$ cat src/rtl/mersenne_twister_generator_macros.svh
// ----------------------------------------------------------------------------
// Mersenne twister generator assertion macros
// Shared concurrent assertion shorthands for the generator RTL.
// ----------------------------------------------------------------------------
`ifndef MERSENNE_TWISTER_GENERATOR_MACROS_SVH
`define MERSENNE_TWISTER_GENERATOR_MACROS_SVH

// Checked on every rising edge of clk_i while rst_ni is high.
`define MTG_ASSERT(lbl, prop, msg) \
  lbl: assert property (@(posedge clk_i) disable iff (!rst_ni) (prop)) else $error(msg);

// Checked on every rising edge of clk_i, reset included.
`define MTG_ASSERT_ALWAYS(lbl, prop, msg) \
  lbl: assert property (@(posedge clk_i) (prop)) else $error(msg);

`endif

$ cat src/rtl/mtg_pkg.sv
// ----------------------------------------------------------------------------
// Mersenne twister generator package
// Constants and word functions of the MT19937 recurrence.
// ----------------------------------------------------------------------------
`timescale 1ns / 1ps

package mtg_pkg;

  localparam int unsigned StateWords = 624;
  localparam int unsigned ShiftTap   = 397;
  localparam int unsigned WordW      = 32;
  localparam int unsigned CntW       = $clog2(StateWords);
  localparam int unsigned ApbAddrW   = 3;
  localparam int unsigned ApbDataW   = 32;

  localparam logic [WordW-1:0] InitMult = 32'h6c07_8965;
  localparam logic [WordW-1:0] Matrix   = 32'h9908_b0df;
  localparam logic [WordW-1:0] UpperBit = 32'h8000_0000;
  localparam logic [WordW-1:0] LowerBit = 32'h7fff_ffff;
  localparam logic [WordW-1:0] TemperB  = 32'h9d2c_5680;
  localparam logic [WordW-1:0] TemperC  = 32'hefc6_0000;

  // Register index of the seed word.
  localparam logic [ApbAddrW-3:0] RegSeed = '0;

  localparam logic [WordW-1:0] SeedReset = 32'd5489;

  typedef logic [WordW-1:0] word_t;

  function automatic word_t twist_word(word_t head, word_t next, word_t tap);
    word_t mix;
    word_t nv;
    mix = (head & UpperBit) | (next & LowerBit);
    nv  = tap ^ (mix >> 1);
    if (mix[0]) begin
      nv = nv ^ Matrix;
    end
    return nv;
  endfunction

  function automatic word_t temper(word_t w);
    word_t y;
    y = w;
    y = y ^ (y >> 11);
    y = y ^ ((y << 7) & TemperB);
    y = y ^ ((y << 15) & TemperC);
    y = y ^ (y >> 18);
    return y;
  endfunction

endpackage

$ cat src/rtl/mtg_twist.sv
// ----------------------------------------------------------------------------
// Mersenne twister step unit
// Forms the next state word from the chain head taps and tempers it.
// ----------------------------------------------------------------------------
`timescale 1ns / 1ps

module mtg_twist (
  input  logic [mtg_pkg::WordW-1:0] head_i,
  input  logic [mtg_pkg::WordW-1:0] next_i,
  input  logic [mtg_pkg::WordW-1:0] tap_i,
  output logic [mtg_pkg::WordW-1:0] word_o,
  output logic [mtg_pkg::WordW-1:0] tempered_o
);
  import mtg_pkg::*;

  word_t nv;

  assign nv         = twist_word(head_i, next_i, tap_i);
  assign word_o     = nv;
  assign tempered_o = temper(nv);

endmodule
$ cat config.mk
export PLATFORM = sky130hd
export DESIGN_NAME = mtg_twist
export DESIGN_NICKNAME = d
export VERILOG_FILES = /design/src/rtl/mersenne_twister_generator_macros.svh /design/src/rtl/mtg_pkg.sv /design/src/rtl/mtg_twist.sv
export SDC_FILE = /design/constraint.sdc
export NUM_CORES = 1
export LEC_CHECK = 0
export CAP_MARGIN = 15
export CORE_ASPECT_RATIO = 1.25
export CORE_MARGIN = 10
export CORE_UTILIZATION = 62
export DETAILED_ROUTE_END_ITERATION = 7
export DONT_BUFFER_PORTS = 1
export PLACE_DENSITY = 0.85
export SLEW_MARGIN = 15
export SYNTH_ARGS = -nofsm -noshare
export SYNTH_HDL_FRONTEND = slang
export SYNTH_SLANG_ARGS = --single-unit
$ cat constraint.sdc
create_clock -name vclk -period 2.3
set_input_delay 0 -clock vclk [all_inputs]
set_output_delay 0 -clock vclk [all_outputs]
set_load 0.005 [all_outputs]
==> key figures <==
Cells and area
  • Final Core Density: 0.688
  • Commonest non-fill, non-tap cell in the layout: xnor2_1
  • FFs & Latches: 0
  • Most frequent cells in the layout: xnor2_1 (65), xor2_1 (27), inv_1 (8)
  • Reg area: 0 µm²
  • N_diodes: 0
  • Layout clock buffers: 0
  • Layout area overhead: 1.25%
  • Layout cell share with drive strength beyond 1: 0.0268
  • Design area: 1110 µm²
  • Final #Nets: 210

GRT
  • First-pass GRT wire length: 4710 µm
  • Antenna violations before repair: 0
  • Largest net degree at the start of global routing: 17
  • Grt met2 use: 0.284
  • Total global routing overflow: 0
  • GR Util met1: 0.111
  • Met3 Use GR: 0.125
  • Vias in the first global route: 923
  • Overall Global Routing Usage: 0.145
  • GRT busiest layer: met2

Floorplanning
  • Die ar.: 3870 µm²
  • Core area: 1620 µm²
  • Die Span X: 57.7 µm
  • Top Ports: 160
  • Cell row count: 16
  • Die span in y: 67.1 µm
  • Initial Util: 0.679

STA
  • Setup TNS Final: 0 ns
  • Worst Tran Pin Value: 0.604 ns
  • Final Setup Violations: 0
  • Fin crit period: 1.43 ns
  • Final-report max-slew violation count: 0
  • RSZ-0062 raised after global routing: false
  • Final hold viol count: 0
  • Slew HR: 0.596
  • Fin crit share: 0.623
  • Fmax: 698 MHz

Power
  • Power per standard cell area: 731 nW/µm²
  • Clk pwr share: 0
  • Reg power frac: 0
  • Switching power total: 0.000434 W
  • Internal: 0.000381 W
  • Sw Ratio: 0.533
  • LEAKAGE: 0.460 nW
  • Worst VDD drop: 0.000433 V
  • Combinational fraction of design power: 1.000

Synth
  • Xor/xnor share of the synthesized area: 0.958
  • Post-Syn Nets: 209
  • Mux share of post-synthesis cell area: 0
  • Cells after Synth: 113
  • Post-Synth Simple-Gate Area: 0
  • Sequential element share of the synthesized area: 0
  • Cell Area, Synth: 1100 µm²
  • Adder-cell area share of the yosys netlist: 0
  • Largest family of logic cells by synthesized area: XOR/XNOR gates
  • Distinct cells, synth: 9
  • YS warnings: 0
  • Compound-cell area share of the yosys netlist: 0
  • Mapped Avg Cell Area: 9.74 µm²

Drt
  • Post-DRT Antenna Nets: 0
  • DR DRC count: 0
  • WL/cell: 25.3 µm
  • First-pass DRT Iterations: 4
  • Via count: 763
  • Starting DRT DRC Count: 4
  • DRT Wirelength: 3300 µm
  • Vias per Instance: 5.87

Worst setup path
  • WP data required: 2.30 ns
  • Critical Path Start: next_i[17]
  • Crit path launch type: primary input
  • CP max FO: 4
  • CP Capture Type: output pin
  • Worst path arrival time: 1.43 ns
  • Path type of the worst setup path: in2out

Clocking
  • Cells resized by post-CTS repair: 0
  • Number of hold buffers added after cts: 0
  • Post-CTS Setup Bufs: 0

Placed design
  • Detailed Place HPWL: 3130 µm
  • # port buffers: 0
  • Post-DP Area: 1110 µm²
  • GPL Wtd Cong: 0.749

Run status
  • Result of the run: finished clean

Hold path
  • Hold Startpoint: next_i[0]
  • HP Class: in2out

Flow run
  • Max-cap violations: 0
-- logic make-up (layout without fill, tap and decap cells) --
kind of cell / after synthesis / after routing
XOR/XNOR: 103 / 103
buffers and inverters: 10 / 9
-- Yosys cell counts --
library cell	n	area share
xnor2_1	65	0.52
xor2_1	27	0.21
inv_1	8	0.027
xnor3_1	5	0.10
xor3_1	4	0.086
buf_2	1	0.0045
buf_6	1	0.010
xnor2_2	1	0.015
xor3_2	1	0.023
-- power groups by stage --
stage                     sequential (W)  combinational (W)  clock [W]
after global routing                   0           0.000897          0
after floorplan                        0           0.000708          0
after global placement                 0           0.000827          0
final                                  0           0.000815          0
after detailed placement               0           0.000838          0
after CTS                              0           0.000843          0
-- stage by stage --
step           hold WS [ns]  setup slack, ns  total power [W]  std cells
2_1_floorplan        0.0680            0.924         0.000708        113
3_3_place_gp         0.0745            0.817         0.000827        130
3_5_place_dp         0.0755            0.833         0.000838        130
4_1_cts              0.0757            0.824         0.000843        130
5_1_grt              0.0779            0.741         0.000897        130
6_report             0.0712            0.868         0.000815        130
-- path summary, 6_finish.rpt --
check                  endpoint  slack (ns)  cells after the start
hold / removal        word_o[2]        0.07                      1
setup / recovery  tempered_o[9]        0.87                      4
-- critical path, cell delays in order --
cell and delay (ns):
xor2_1 0.39, xnor2_1 0.26, xor3_1 0.54, xnor2_1 0.24
-- area by class of cell --
type | count | area (µm²)
fill | 134 | 507
timing repair buffer | 1 | 7.51
tap | 18 | 22.5
multi-input combinational | 103 | 1050
inverter | 8 | 30.0
-- layer usage --
metal,vias up,share of wire
li1,342,-
met3,0,0.19
met2,76,0.53
met4,0,0
met5,-,0
met1,345,0.27
Power figures use the tool's default switching activity.
