===== config.mk =====
export PLATFORM = sky130hd
export DESIGN_NAME = mtg_cell
export DESIGN_NICKNAME = d
export VERILOG_FILES = /design/src/rtl/mersenne_twister_generator_macros.svh /design/src/rtl/mtg_pkg.sv /design/src/rtl/mtg_cell.sv
export SDC_FILE = /design/constraint.sdc
export NUM_CORES = 1
export LEC_CHECK = 0
export BUFFER_PORTS_ARGS = -buffer_cell sky130_fd_sc_hd__buf_2
export CAP_MARGIN = 20
export CORE_MARGIN = 2
export CORE_UTILIZATION = 42
export DETAILED_ROUTE_END_ITERATION = 16
export PLACE_DENSITY = 0.89
export SLEW_MARGIN = 20
export SYNTH_ARGS = -nofsm -noshare
export SYNTH_HDL_FRONTEND = slang
export SYNTH_SLANG_ARGS = --single-unit
export TNS_END_PERCENT = 30

===== constraint.sdc =====
create_clock -name clk_i -period 0.8 [get_ports clk_i]
set_input_delay 0.16 -clock clk_i [delete_from_list [all_inputs] [get_ports clk_i]]
set_output_delay 0.16 -clock clk_i [all_outputs]
set_load 0.02 [all_outputs]

===== src/rtl/mersenne_twister_generator_macros.svh =====
// ----------------------------------------------------------------------------
// Mersenne twister generator assertion macros
// Shared concurrent assertion shorthands for the generator RTL.
// ----------------------------------------------------------------------------
`ifndef MERSENNE_TWISTER_GENERATOR_MACROS_SVH
`define MERSENNE_TWISTER_GENERATOR_MACROS_SVH

// Checked on every rising edge of clk_i while rst_ni is high.
`define MTG_ASSERT(lbl, prop, msg) \
  lbl: assert property (@(posedge clk_i) disable iff (!rst_ni) (prop)) else $error(msg);

// Checked on every rising edge of clk_i, reset included.
`define MTG_ASSERT_ALWAYS(lbl, prop, msg) \
  lbl: assert property (@(posedge clk_i) (prop)) else $error(msg);

`endif


===== src/rtl/mtg_pkg.sv =====
// ----------------------------------------------------------------------------
// Mersenne twister generator package
// Constants and word functions of the MT19937 recurrence.
// ----------------------------------------------------------------------------
`timescale 1ns / 1ps

package mtg_pkg;

  localparam int unsigned StateWords = 624;
  localparam int unsigned ShiftTap   = 397;
  localparam int unsigned WordW      = 32;
  localparam int unsigned CntW       = $clog2(StateWords);
  localparam int unsigned ApbAddrW   = 3;
  localparam int unsigned ApbDataW   = 32;

  localparam logic [WordW-1:0] InitMult = 32'h6c07_8965;
  localparam logic [WordW-1:0] Matrix   = 32'h9908_b0df;
  localparam logic [WordW-1:0] UpperBit = 32'h8000_0000;
  localparam logic [WordW-1:0] LowerBit = 32'h7fff_ffff;
  localparam logic [WordW-1:0] TemperB  = 32'h9d2c_5680;
  localparam logic [WordW-1:0] TemperC  = 32'hefc6_0000;

  // Register index of the seed word.
  localparam logic [ApbAddrW-3:0] RegSeed = '0;

  localparam logic [WordW-1:0] SeedReset = 32'd5489;

  typedef logic [WordW-1:0] word_t;

  function automatic word_t twist_word(word_t head, word_t next, word_t tap);
    word_t mix;
    word_t nv;
    mix = (head & UpperBit) | (next & LowerBit);
    nv  = tap ^ (mix >> 1);
    if (mix[0]) begin
      nv = nv ^ Matrix;
    end
    return nv;
  endfunction

  function automatic word_t temper(word_t w);
    word_t y;
    y = w;
    y = y ^ (y >> 11);
    y = y ^ ((y << 7) & TemperB);
    y = y ^ ((y << 15) & TemperC);
    y = y ^ (y >> 18);
    return y;
  endfunction

endpackage


===== src/rtl/mtg_cell.sv =====
// ----------------------------------------------------------------------------
// Mersenne twister state cell
// Holds one state word and takes its neighbor's word on every shift.
// ----------------------------------------------------------------------------
`timescale 1ns / 1ps

module mtg_cell (
  input  logic                          clk_i,
  input  logic                          shift_i,
  input  logic [mtg_pkg::WordW-1:0]     word_i,
  output logic [mtg_pkg::WordW-1:0]     word_o
);
  import mtg_pkg::*;

  word_t word_q;
  word_t word_d;

  assign word_d = shift_i ? word_i : word_q;

  always_ff @(posedge clk_i) begin
    word_q <= word_d;
  end

  assign word_o = word_q;

endmodule


==> reports/metrics.yaml <==
run_status:
  status: "complete, but fails checks"
  violations: "negative setup slack"
floorplan:
  die_y_um: 51.8
  dieArea_um2: 2690
  rows: 17
  io_pins: 66
  dieWidth_um: 51.8
  initial_utilization: 0.439
  coreArea_um2: 2190
routing:
  wl_met3_um: 184
  met2_length_mm: 1.25
  antenna_left: 0
  drt-pass1-iter-count: 4
  viasPerCell: 4.31
  drt_drc_violations_left: 0
  dr.max_layer_used: "met4"
  num_vias: 716
  routed_wl_mm: 2.15
  wl_per_cell_um: 13.0
  wl_met1_um: 669
  drt_iter0_drc: 4
final_layout:
  multi_input_area_um2: 0
  nMultiInputCombCells: 0
  nets: 171
  stdcell_area_um2: 1770
  largest_register_ffs: 32
  syn_to_final_growth_pct: 84.2
  num_antenna_cells: 0
  drive_gt1_frac: 0.522
pwr:
  clockPowerShare: 0.236
  swShare: 0.232
  p_leak_uw: 0.000761
  pwr-share-seq: 0.594
  internal-power_uw: 2620
  powerDensity_nw_per_um2: 1930
  switchingPower_uw: 790
  p_total_uw: 3410
  combPwrFrac: 0.170
  vdd_drop_max_v: 0.00149
setup_path:
  startpoint: "word_o[14]$_DFFE_PP_"
  worstSetupPathType: "reg2out"
  start_kind: "flip-flop"
  crit_path_end_kind: "primary output"
  worstPathMaxFanout: 1
  cp_num_buf_inv: 1
  cpMaxStageDelayCell: "edfxtp_1"
  critPathCapture: "word_o[14]"
  crit_cells: 1
  path_cells: "buf_2"
  crit_family: "flip-flops"
  arrival_ps: 880
  critical_path_required_ps: 640
  slowest_delay_ps: 390
synth:
  synth.top_cells.by_area: "edfxtp_1"
  synth_fp_nets: 66
  ys_seq_area_frac: 1.00
  yosysWarningCount: 0
  synth_area_per_cell_um2: 30.0
  synth_area_um2: 961
  synth_area_leader_cell: "edfxtp_1"
  netlist-cell-type-count: 1
  synth_top_area_frac: 1.00
  synth_cells: 32
  synth-seq-cells: 32
clock_tree:
  clk_path_buf_depth: 2
  cts_setup_buffers: 0
  cts.clk_slew.worst_paths_ps: 80
  htree_levels: 2
  root_buffer: "clkbuf_4"
  cts_tree: "yes"
  cts_buffers: 5
  clock_sinks: 32
grt:
  grt_pass1_wl_mm: 2.68
  grt_pass1_vias: 678
  track_usage: 0.156
  gr-total-overflow: 0
  antenna_found_initial: 0
  grt_max_degree: 18
placement:
  place.gp.congestion: 0.585
  pre_cts_ws_ps: 41.1
  port_buffers: 65
  dpl_cell_area_um2: 1360
sta:
  rsz0062_at_grt: "true"
  hold_viol: 0
  finalCritPeriodShare: 1.30
  hold_ws_ps: 37.3
  fin_crit_ps: 1040
  final-setup-viol-count: 32
  setup_ws_ps: -242
  max-slew-margin-rel: 0.914
  tightestPinTransition_ps: 130
  max_freq_mhz: 960
  drv_slew: 0
min_path:
  hold_path_class: "in2reg"
run:
  drv_cap: 0
power groups by stage:
| stage | logic [µW] | clock network, µW | registers (µW) |
|---|---|---|---|
| global placement | 412 | 0 | 2050 |
| CTS | 507 | 837 | 2020 |
| detailed placement | 423 | 0 | 2060 |
| finish | 579 | 805 | 2030 |
| floorplan | 0 | 0 | 2240 |
| global route | 614 | 913 | 2040 |
cell usage in the layout, fill, tap and decap left out:
cell type and instances:
buf_12 2, buf_2 57, buf_6 8, clkbuf_1 2, clkbuf_4 5, clkinv_1 1, dlygate4sd3_1 31, edfxtp_1 32
worst min path at each step:
stage,startpoint,to,slack (ps),cells past startpoint
floorplan,word_i[0],word_o[0]$_DFFE_PP_,260,0
global placement,word_i[18],word_o[18]$_DFFE_PP_,340,1
detailed placement,word_i[25],word_o[25]$_DFFE_PP_,340,1
CTS,word_i[8],word_o[8]$_DFFE_PP_,1,1
global route,word_i[15],word_o[15]$_DFFE_PP_,10,1
finish,word_i[15],word_o[15]$_DFFE_PP_,40,1
per-stage QoR:
stage	instances	setup TNS, ps	util
after CTS	155	-7380	0.741
after global placement	127	0	0.621
after floorplan	32	0	-
after global routing	166	-8370	0.808
final	166	-6730	0.808
after detailed placement	127	0	0.621
cells in the mapped netlist:
library cell,n
edfxtp_1,32
layout make-up:
type	instances	area, µm²
clock inverters	1	3.75
flip-flops and latches	32	961
fillers	135	420
clock buffers	7	45.0
repair buffers	98	726
well taps	28	35.0
cells by family (layout without fill, tap and decap cells):
kind of cell | count (synthesis) | count (layout) | share of synthesized area
DFF | 32 | 32 | 1.00
buffers and inverters | 0 | 106 | 0
per-layer routing:
layer	vias to the layer above	GRT usage
li1	339	-
met5	-	0
met1	328	0.131
met3	7	0.0891
met4	0	0.105
met2	42	0.268
what timing repair did:
item,in CTS,in global routing
endpoints found under the setup margin,32,32
hold endpoints to repair,20,11
resized for setup,4,12
hold buffers,20,11
Note: power is estimated with default switching activity, not from simulation.
